--- src/pnq_pkg.sv ---
`timescale 1ns / 1ps
package pnq_pkg;

   localparam int PALETTE_DEPTH_DEFAULT = 16;

   localparam int COUNT_W = 5;
   localparam int INDEX_W = 4;
   localparam int CHAN_W  = 8;
   localparam int DIST_W  = 10;
   localparam int COLOR_W = 3 * CHAN_W;

   // Largest Manhattan distance over three 8-bit channels.
   localparam int DIST_MAX = 3 * ((1 << CHAN_W) - 1);

   typedef enum logic {
      REQ_WRITE = 1'b0,
      REQ_PIXEL = 1'b1
   } req_kind_type;

   typedef enum logic [1:0] {
      ST_IDLE,
      ST_SCAN,
      ST_DRAIN,
      ST_DONE
   } state_type;

endpackage

--- src/pnq_ifs.sv ---
`timescale 1ns / 1ps
interface pnq_req_if;
   logic                          valid;
   logic                          ready;
   logic                          req_type;
   logic [pnq_pkg::INDEX_W-1:0]   entry_index;
   logic [pnq_pkg::CHAN_W-1:0]    pixel_red;
   logic [pnq_pkg::CHAN_W-1:0]    pixel_green;
   logic [pnq_pkg::CHAN_W-1:0]    pixel_blue;
   logic [pnq_pkg::CHAN_W-1:0]    pixel_alpha;

   modport source (output valid, req_type, entry_index, pixel_red, pixel_green,
                   pixel_blue, pixel_alpha, input ready);
   modport sink (input valid, req_type, entry_index, pixel_red, pixel_green,
                 pixel_blue, pixel_alpha, output ready);
endinterface

interface pnq_rsp_if;
   logic                          valid;
   logic                          ready;
   logic [pnq_pkg::CHAN_W-1:0]    out_red;
   logic [pnq_pkg::CHAN_W-1:0]    out_green;
   logic [pnq_pkg::CHAN_W-1:0]    out_blue;
   logic [pnq_pkg::CHAN_W-1:0]    out_alpha;
   logic [pnq_pkg::INDEX_W-1:0]   chosen_entry;
   logic [pnq_pkg::DIST_W-1:0]    best_distance;

   modport source (output valid, out_red, out_green, out_blue, out_alpha,
                   chosen_entry, best_distance, input ready);
   modport sink (input valid, out_red, out_green, out_blue, out_alpha,
                 chosen_entry, best_distance, output ready);
endinterface

interface pnq_csr_if;
   logic                          valid;
   logic                          ready;
   logic [pnq_pkg::COUNT_W-1:0]   palette_count;

   modport source (output valid, palette_count, input ready);
   modport sink (input valid, palette_count, output ready);
endinterface

--- src/pnq_ram.sv ---
`timescale 1ns / 1ps
module pnq_ram #(
   parameter int WIDTH = 24,
   parameter int DEPTH = 16,
   localparam int ADDR_W = (DEPTH > 1) ? $clog2(DEPTH) : 1
) (
   input  logic              clock,
   input  logic              wr_en,
   input  logic [ADDR_W-1:0] wr_addr,
   input  logic [WIDTH-1:0]  wr_data,
   input  logic              rd_en,
   input  logic [ADDR_W-1:0] rd_addr,
   output logic [WIDTH-1:0]  rd_data
);

   logic [WIDTH-1:0] mem_ff [DEPTH];

   always_ff @(posedge clock) begin
      if (wr_en) begin
         mem_ff[wr_addr] <= wr_data;
      end
      if (rd_en) begin
         rd_data <= mem_ff[rd_addr];
      end
   end

endmodule

--- src/palette_nearest_color_quantizer.sv ---
`timescale 1ns / 1ps
// Nearest-color quantizer: a write request stores a 24-bit RGB entry at entry_index; a pixel
// request scans palette entries 0 .. palette_count-1 (saturated to PALETTE_DEPTH) and returns
// the first entry at the smallest |dr|+|dg|+|db|, with the pixel's alpha passed through, or
// black at distance 0 when the count is zero. The palette sits in one single-port-read RAM
// read one entry per cycle, and a pixel occupies the block until its scan is done and its
// result is loaded into the output register. A finished result waits in the output register
// while the next request is accepted. Entries must be written before a pixel scans them.
module palette_nearest_color_quantizer #(
   parameter int PALETTE_DEPTH = pnq_pkg::PALETTE_DEPTH_DEFAULT
) (
   input  logic       clock,
   input  logic       reset,
   pnq_req_if.sink    req_bus,
   pnq_rsp_if.source  rsp_bus,
   pnq_csr_if.sink    csr_bus
);

   localparam int ADDR_W = (PALETTE_DEPTH > 1) ? $clog2(PALETTE_DEPTH) : 1;
   localparam int CW     = pnq_pkg::CHAN_W;

   pnq_pkg::state_type state_ff, state_in;

   logic [pnq_pkg::COUNT_W-1:0] count_ff, count_in;
   logic [pnq_pkg::COUNT_W-1:0] sat_count;
   logic [pnq_pkg::COUNT_W-1:0] scan_idx_ff, scan_idx_in;

   logic                        tag_vld_ff, tag_vld_in;
   logic [pnq_pkg::INDEX_W-1:0] tag_idx_ff, tag_idx_in;

   logic [CW-1:0] pix_red_ff, pix_green_ff, pix_blue_ff, pix_alpha_ff;

   logic                        have_ff, have_in;
   logic [pnq_pkg::DIST_W-1:0]  best_dist_ff, best_dist_in;
   logic [pnq_pkg::INDEX_W-1:0] best_idx_ff, best_idx_in;
   logic [pnq_pkg::COLOR_W-1:0] best_color_ff, best_color_in;

   logic                        rsp_valid_ff, rsp_valid_in;
   logic [CW-1:0]               rsp_red_ff, rsp_green_ff, rsp_blue_ff, rsp_alpha_ff;
   logic [pnq_pkg::INDEX_W-1:0] rsp_entry_ff;
   logic [pnq_pkg::DIST_W-1:0]  rsp_dist_ff;

   logic                        req_take;
   logic                        take_pixel;
   logic                        scan_last;
   logic                        load_rsp;
   logic                        wr_en;
   logic                        rd_en;
   logic [pnq_pkg::COLOR_W-1:0] rd_data;
   logic [pnq_pkg::DIST_W-1:0]  cand_dist;
   logic                        better;

   function automatic logic [CW-1:0] abs_diff(input logic [CW-1:0] a, input logic [CW-1:0] b);
      return (a > b) ? (a - b) : (b - a);
   endfunction

   assign req_bus.ready = (state_ff == pnq_pkg::ST_IDLE);
   assign csr_bus.ready = 1'b1;
   assign req_take      = req_bus.valid && req_bus.ready;
   assign take_pixel    = req_take && (req_bus.req_type == pnq_pkg::REQ_PIXEL);

   assign sat_count = (32'(count_ff) > PALETTE_DEPTH) ? pnq_pkg::COUNT_W'(PALETTE_DEPTH)
                                                      : count_ff;
   assign scan_last = (scan_idx_ff == (sat_count - pnq_pkg::COUNT_W'(1)));

   assign count_in = (csr_bus.valid && csr_bus.ready) ? csr_bus.palette_count : count_ff;

   // Writes land in the request cycle, so a later pixel scan reads the stored entry.
   assign wr_en = req_take && (req_bus.req_type == pnq_pkg::REQ_WRITE)
                  && (32'(req_bus.entry_index) < PALETTE_DEPTH);
   assign rd_en = (state_ff == pnq_pkg::ST_SCAN);

   pnq_ram #(
      .WIDTH (pnq_pkg::COLOR_W),
      .DEPTH (PALETTE_DEPTH)
   ) u_palette (
      .clock   (clock),
      .wr_en   (wr_en),
      .wr_addr (ADDR_W'(req_bus.entry_index)),
      .wr_data ({req_bus.pixel_red, req_bus.pixel_green, req_bus.pixel_blue}),
      .rd_en   (rd_en),
      .rd_addr (ADDR_W'(scan_idx_ff)),
      .rd_data (rd_data)
   );

   assign cand_dist = pnq_pkg::DIST_W'(abs_diff(pix_red_ff, rd_data[3*CW-1:2*CW]))
                    + pnq_pkg::DIST_W'(abs_diff(pix_green_ff, rd_data[2*CW-1:CW]))
                    + pnq_pkg::DIST_W'(abs_diff(pix_blue_ff, rd_data[CW-1:0]));
   // Strict less-than keeps the lower index on a tie.
   assign better = tag_vld_ff && (!have_ff || (cand_dist < best_dist_ff));

   always_comb begin
      state_in = state_ff;
      case (state_ff)
         pnq_pkg::ST_IDLE: begin
            if (take_pixel) begin
               state_in = (sat_count == '0) ? pnq_pkg::ST_DONE : pnq_pkg::ST_SCAN;
            end
         end
         pnq_pkg::ST_SCAN: begin
            if (scan_last) begin
               state_in = pnq_pkg::ST_DRAIN;
            end
         end
         pnq_pkg::ST_DRAIN: begin
            state_in = pnq_pkg::ST_DONE;
         end
         pnq_pkg::ST_DONE: begin
            if (!rsp_valid_ff || rsp_bus.ready) begin
               state_in = pnq_pkg::ST_IDLE;
            end
         end
         default: begin
            state_in = pnq_pkg::ST_IDLE;
         end
      endcase
   end

   always_comb begin
      scan_idx_in   = scan_idx_ff;
      tag_vld_in    = 1'b0;
      tag_idx_in    = scan_idx_ff[pnq_pkg::INDEX_W-1:0];
      have_in       = have_ff;
      best_dist_in  = best_dist_ff;
      best_idx_in   = best_idx_ff;
      best_color_in = best_color_ff;
      load_rsp      = 1'b0;
      case (state_ff)
         pnq_pkg::ST_IDLE: begin
            scan_idx_in = '0;
            if (take_pixel) begin
               have_in       = 1'b0;
               best_dist_in  = '0;
               best_idx_in   = '0;
               best_color_in = '0;
            end
         end
         pnq_pkg::ST_SCAN: begin
            scan_idx_in = scan_idx_ff + pnq_pkg::COUNT_W'(1);
            tag_vld_in  = 1'b1;
         end
         pnq_pkg::ST_DRAIN: begin
            scan_idx_in = '0;
         end
         pnq_pkg::ST_DONE: begin
            load_rsp = !rsp_valid_ff || rsp_bus.ready;
         end
         default: begin
            scan_idx_in = '0;
         end
      endcase
      if (better) begin
         have_in       = 1'b1;
         best_dist_in  = cand_dist;
         best_idx_in   = tag_idx_ff;
         best_color_in = rd_data;
      end
   end

   always_comb begin
      if (load_rsp) begin
         rsp_valid_in = 1'b1;
      end else if (rsp_bus.ready) begin
         rsp_valid_in = 1'b0;
      end else begin
         rsp_valid_in = rsp_valid_ff;
      end
   end

   always_ff @(posedge clock) begin
      if (reset) begin
         state_ff     <= pnq_pkg::ST_IDLE;
         count_ff     <= '0;
         scan_idx_ff  <= '0;
         tag_vld_ff   <= 1'b0;
         have_ff      <= 1'b0;
         rsp_valid_ff <= 1'b0;
      end else begin
         state_ff     <= state_in;
         count_ff     <= count_in;
         scan_idx_ff  <= scan_idx_in;
         tag_vld_ff   <= tag_vld_in;
         have_ff      <= have_in;
         rsp_valid_ff <= rsp_valid_in;
      end
   end

   always_ff @(posedge clock) begin
      tag_idx_ff    <= tag_idx_in;
      best_dist_ff  <= best_dist_in;
      best_idx_ff   <= best_idx_in;
      best_color_ff <= best_color_in;
      if (take_pixel) begin
         pix_red_ff   <= req_bus.pixel_red;
         pix_green_ff <= req_bus.pixel_green;
         pix_blue_ff  <= req_bus.pixel_blue;
         pix_alpha_ff <= req_bus.pixel_alpha;
      end
      if (load_rsp) begin
         rsp_red_ff   <= best_color_ff[3*CW-1:2*CW];
         rsp_green_ff <= best_color_ff[2*CW-1:CW];
         rsp_blue_ff  <= best_color_ff[CW-1:0];
         rsp_alpha_ff <= pix_alpha_ff;
         rsp_entry_ff <= best_idx_ff;
         rsp_dist_ff  <= best_dist_ff;
      end
   end

   assign rsp_bus.valid         = rsp_valid_ff;
   assign rsp_bus.out_red       = rsp_red_ff;
   assign rsp_bus.out_green     = rsp_green_ff;
   assign rsp_bus.out_blue      = rsp_blue_ff;
   assign rsp_bus.out_alpha     = rsp_alpha_ff;
   assign rsp_bus.chosen_entry  = rsp_entry_ff;
   assign rsp_bus.best_distance = rsp_dist_ff;

endmodule

--- src/flat_wrapper.sv ---
// flat-port wrapper written by rule: the top's interface ports become plain ports
module palette_nearest_color_quantizer_flat 
#(
   parameter int PALETTE_DEPTH = pnq_pkg::PALETTE_DEPTH_DEFAULT
)
  (clock, reset, req_bus_valid, req_bus_req_type, req_bus_entry_index, req_bus_pixel_red, req_bus_pixel_green, req_bus_pixel_blue, req_bus_pixel_alpha, req_bus_ready, rsp_bus_valid, rsp_bus_out_red, rsp_bus_out_green, rsp_bus_out_blue, rsp_bus_out_alpha, rsp_bus_chosen_entry, rsp_bus_best_distance, rsp_bus_ready, csr_bus_valid, csr_bus_palette_count, csr_bus_ready);
  pnq_req_if req_bus_i ();
  pnq_rsp_if rsp_bus_i ();
  pnq_csr_if csr_bus_i ();
  input  logic clock;
  input  logic reset;
  input wire logic [$bits(req_bus_i.valid)-1:0] req_bus_valid;
  input wire logic [$bits(req_bus_i.req_type)-1:0] req_bus_req_type;
  input wire logic [$bits(req_bus_i.entry_index)-1:0] req_bus_entry_index;
  input wire logic [$bits(req_bus_i.pixel_red)-1:0] req_bus_pixel_red;
  input wire logic [$bits(req_bus_i.pixel_green)-1:0] req_bus_pixel_green;
  input wire logic [$bits(req_bus_i.pixel_blue)-1:0] req_bus_pixel_blue;
  input wire logic [$bits(req_bus_i.pixel_alpha)-1:0] req_bus_pixel_alpha;
  output wire logic [$bits(req_bus_i.ready)-1:0] req_bus_ready;
  output wire logic [$bits(rsp_bus_i.valid)-1:0] rsp_bus_valid;
  output wire logic [$bits(rsp_bus_i.out_red)-1:0] rsp_bus_out_red;
  output wire logic [$bits(rsp_bus_i.out_green)-1:0] rsp_bus_out_green;
  output wire logic [$bits(rsp_bus_i.out_blue)-1:0] rsp_bus_out_blue;
  output wire logic [$bits(rsp_bus_i.out_alpha)-1:0] rsp_bus_out_alpha;
  output wire logic [$bits(rsp_bus_i.chosen_entry)-1:0] rsp_bus_chosen_entry;
  output wire logic [$bits(rsp_bus_i.best_distance)-1:0] rsp_bus_best_distance;
  input wire logic [$bits(rsp_bus_i.ready)-1:0] rsp_bus_ready;
  input wire logic [$bits(csr_bus_i.valid)-1:0] csr_bus_valid;
  input wire logic [$bits(csr_bus_i.palette_count)-1:0] csr_bus_palette_count;
  output wire logic [$bits(csr_bus_i.ready)-1:0] csr_bus_ready;
  assign req_bus_i.valid = req_bus_valid;
  assign req_bus_i.req_type = req_bus_req_type;
  assign req_bus_i.entry_index = req_bus_entry_index;
  assign req_bus_i.pixel_red = req_bus_pixel_red;
  assign req_bus_i.pixel_green = req_bus_pixel_green;
  assign req_bus_i.pixel_blue = req_bus_pixel_blue;
  assign req_bus_i.pixel_alpha = req_bus_pixel_alpha;
  assign req_bus_ready = req_bus_i.ready;
  assign rsp_bus_valid = rsp_bus_i.valid;
  assign rsp_bus_out_red = rsp_bus_i.out_red;
  assign rsp_bus_out_green = rsp_bus_i.out_green;
  assign rsp_bus_out_blue = rsp_bus_i.out_blue;
  assign rsp_bus_out_alpha = rsp_bus_i.out_alpha;
  assign rsp_bus_chosen_entry = rsp_bus_i.chosen_entry;
  assign rsp_bus_best_distance = rsp_bus_i.best_distance;
  assign rsp_bus_i.ready = rsp_bus_ready;
  assign csr_bus_i.valid = csr_bus_valid;
  assign csr_bus_i.palette_count = csr_bus_palette_count;
  assign csr_bus_ready = csr_bus_i.ready;
  palette_nearest_color_quantizer #(.PALETTE_DEPTH(PALETTE_DEPTH)) u_core (.clock(clock), .reset(reset), .req_bus(req_bus_i), .rsp_bus(rsp_bus_i), .csr_bus(csr_bus_i));
endmodule
--- config.mk ---
export PLATFORM = sky130hd
export DESIGN_NAME = palette_nearest_color_quantizer_flat
export DESIGN_NICKNAME = d
export VERILOG_FILES = /design/src/pnq_pkg.sv /design/src/pnq_ifs.sv /design/src/pnq_ram.sv /design/src/palette_nearest_color_quantizer.sv /design/src/flat_wrapper.sv
export SDC_FILE = /design/constraint.sdc
export NUM_CORES = 1
export LEC_CHECK = 0
export BUFFER_PORTS_ARGS = -buffer_cell sky130_fd_sc_hd__buf_4
export CAP_MARGIN = 20
export CORE_AREA = 10 10 273 275
export CTS_CLUSTER_DIAMETER = 50
export DETAILED_ROUTE_END_ITERATION = 8
export DIE_AREA = 0 0 283 285
export PLACE_DENSITY_LB_ADDON = 0.1
export SYNTH_ARGS = -nofsm -noshare
export SYNTH_HDL_FRONTEND = slang
export SYNTH_SLANG_ARGS = --single-unit
export TNS_END_PERCENT = 10
--- constraint.sdc ---
create_clock -name clock -period 6 [get_ports clock]
set_clock_uncertainty 0.2 [all_clocks]
set_input_delay 0.6 -clock clock [delete_from_list [all_inputs] [get_ports clock]]
set_output_delay 0.6 -clock clock [all_outputs]
set_load 0.03 [all_outputs]
==> results.toml <==
[run_status]
outcome = "finished, final reports clean"

[route]
dr.pass1.iters = 7
drt_iter0_markers = 639
viasPerCell = 4.76
wl_per_cell_um = 23.2
drc = 0
vias = 11500
drt_wl_total_mm = 55.9
antenna_left = 0

[power]
netSwitchingPower_mw = 5.62
internal-power_mw = 10.5
p_total_mw = 16.1
p_per_area_nw_per_um2 = 585
pwr-share-clk_pct = 24.7
p_leak_nw = 9.47
ir_drop_mv = 0.828
swShare_pct = 34.8
power.share.combinational_pct = 46.0
p_seq_share_pct = 29.3

[sta]
fmax_mhz = 174
post-route-period-util_pct = 95.9
holdWs_ns = 0.0475
rsz0062_at_grt = "true"
slew_violations = 0
tightestPinTransition_ns = 1.35
hold_viol = 0
setup_viol = 0
min_period_ns = 5.75
setup_tns_ns = 0
slew_headroom_pct = 9.52

[worst_setup_path]
cpMaxStageDelayCell = "edfxtp_1"
cpLargestDelayFamily = "compound AO/OA/AOI/OAI gates"
critPathRequiredTime_ns = 6.07
startpoint = "u_core.pix_red_ff[0]"
cp.arrival_ns = 5.82
worstReg2RegStart = "u_core.pix_red_ff[0]"
critPathMaxStageDelay_ns = 0.38
cp_max_fo = 4
end_kind = "register"
rr_worst_depth = 29
crit_type = "reg -> reg"
reg2reg_slack_ns = 0.25
reg2reg_to = "u_core.best_color_ff[9]"
critPathBufInv = 4
start_kind = "register"

[placement]
place_inst = 2271
dpl.hpwl_mm = 34.1
port_buffers = 94
routabilityCongestion = 0.782
placed_area_um2 = 24900

[floorplanning]
initial_core_util_pct = 32.6
die_h_um = 285
ios = 96
std_cell_rows = 97
core-area_um2 = 69300
die_area_um2 = 80700
die_x_um = 283

[synthesis]
synth_area_leader_cell = "edfxtp_1"
ys_seq_area_share_pct = 71.3
synth_common_cells = "edfxtp_1, mux4_2, ha_1"
synth_ff_type = "edfxtp_1"
synth.ff_latch_count = 543
synth.distinct_cells = 63
synth.top_cell.area_share_pct = 69.6
synthTopCellsByArea = "edfxtp_1, mux4_2, ha_1"
synth_edf_count = 524
netlist_instances = 1210
yosysMostFrequentCell = "edfxtp_1"
yosysWarnings = 0
ys_async_sr_fraction_pct = 0
postSynthAreaPerCell_um2 = 18.7
synth_area_um2 = 22600
synth_nets = 1342

[clocking]
cts_buffer_depth = 3
clock-sinks = 543
htree_levels = 3
clk-insertion-delay-late_ns = 0.61
clk_pin_slew_worst_paths_ns = 0.06
cts_inserted_buffers = 68
cts_root_buf = "clkbuf_16"
cts_tree = "done"

[min_path]
min_delay_path_depth = 3
holdCritStartpoint = "csr_bus_palette_count[2]"
holdPathEnd = "u_core.count_ff[2]"
hold_class = "in -> reg"

[finish]
final_nets = 1555
layout-drive-gt1-share_pct = 32.2
n_fill_cell = 6250
area_growth_pct = 22.0
design_area_um2 = 27600
post_layout_nonfiller_instances = 2413
antenna_cells = 0

[job]
drv_cap = 0

[grt]
grt_pass1_wl_mm = 83.3
grt_max_degree = 61
grt_overflow = 0
grt_pass1_vias = 12200
antenna_found_initial = 1
grt_use_total_pct = 13.8
-- state kept, by name, summed over array words and instances (netlist names), 10 cells and up --
name and flops:
u_core.rsp_bus.best_distance 10, u_core.u_palette.rd_data 24, u_core.best_dist_ff 10, u_core.best_color_ff 24, u_core.u_palette.mem_ff 384
-- worst min-delay path, delay by kind of cell --
family                 cells  cell delay, ns
and+or+nand+nor            1            0.07
buffers and inverters      1            0.08
muxes                      1            0.06
-- metal layers --
| metal | vias up | global-route usage, % | share of wire, % |
|---|---|---|---|
| met5 | - | 0 | 0.023 |
| met2 | 211 | 23.0 | 50 |
| met4 | 2 | 3.88 | 1.7 |
| met1 | 6002 | 18.2 | 45 |
| met3 | 56 | 2.65 | 3.8 |
| li1 | 5205 | - | - |
-- metrics by stage --
stage	utilization (%)	worst slack, ns
global placement	35.9	-0.0320
CTS	39.3	0.0163
global route	39.8	-0.0996
detailed placement	35.9	-0.104
finish	39.8	0.249
floorplan	-	0.0247
-- area by class of cell --
class,count,area (µm²),area share (%)
Sequential cell,543,16100,58.5
Multi-Input combinational cell,558,6360,23.1
Clock buffer,77,1740,6.29
Timing Repair Buffer,179,1430,5.19
Tap cell,940,1180,4.27
Clock inverter,43,473,1.72
Inverter,73,274,0.994
-- worst max-delay path by stage --
stage                               endpoint  slack (ns)  cells after the start
floorplan            u_core.best_color_ff[0]        0.02                     30
global placement      u_core.best_dist_ff[8]       -0.03                     27
detailed placement    u_core.best_dist_ff[7]       -0.10                     29
CTS                 u_core.best_color_ff[17]        0.02                     30
global route         u_core.best_color_ff[9]        -0.1                     30
finish               u_core.best_color_ff[9]        0.25                     29
-- cell families after synthesis --
logic type               synth area share, %
AO/OA/AOI/OAI                           3.63
XOR/XNOR                                1.55
adder cells (fa/ha/maj)                 4.97
buffers and inverters                   2.15
flip-flops                              71.3
multiplexers                            12.7
other                                 0.0166
AND/OR/NAND/NOR                         3.71
-- what timing repair did --
action | 4_1_cts | 5_1_grt
endpoints found under the hold margin | 9 | 0
endpoints found under the setup margin | 76 | 77
gates cloned | 1 | 5
buffers inserted | 3 | 5
pin swaps | 2 | 25
hold buffers | 9 | 0
resized for setup | 7 | 59
-- power by group through the flow --
stage | clock, mW | sequential [mW] | combinational (mW)
2_1_floorplan | 0 | 4.73 | 4.59
3_3_place_gp | 0 | 4.82 | 6.44
3_5_place_dp | 0 | 4.82 | 6.49
4_1_cts | 4.12 | 4.74 | 6.61
5_1_grt | 4.29 | 4.77 | 8.29
6_report | 3.99 | 4.73 | 7.42
-- cells in the final DEF (no fill, tap or decap), types with 5 or more instances in the layout --
cell type / instances
edfxtp_1: 524
a21oi_2: 8
o21ai_0: 16
inv_6: 6
clkbuf_16: 69
a21oi_1: 27
mux4_2: 120
mux2i_1: 12
xnor2_1: 23
ha_1: 73
nand2_1: 23
clkinv_2: 8
inv_1: 69
buf_4: 162
clkinv_1: 11
o21a_1: 5
dlygate4sd3_1: 9
nand3_1: 7
clkbuf_1: 9
fa_1: 5
nand4_1: 5
xor2_1: 14
nor2_2: 21
and2_1: 16
nor2_1: 47
a21o_1: 20
nand2b_1: 10
dfxtp_1: 15
nor2b_1: 15
nor3_1: 7
bufinv_16: 6
nor3_2: 7
Note: power is estimated with default switching activity, not from simulation.
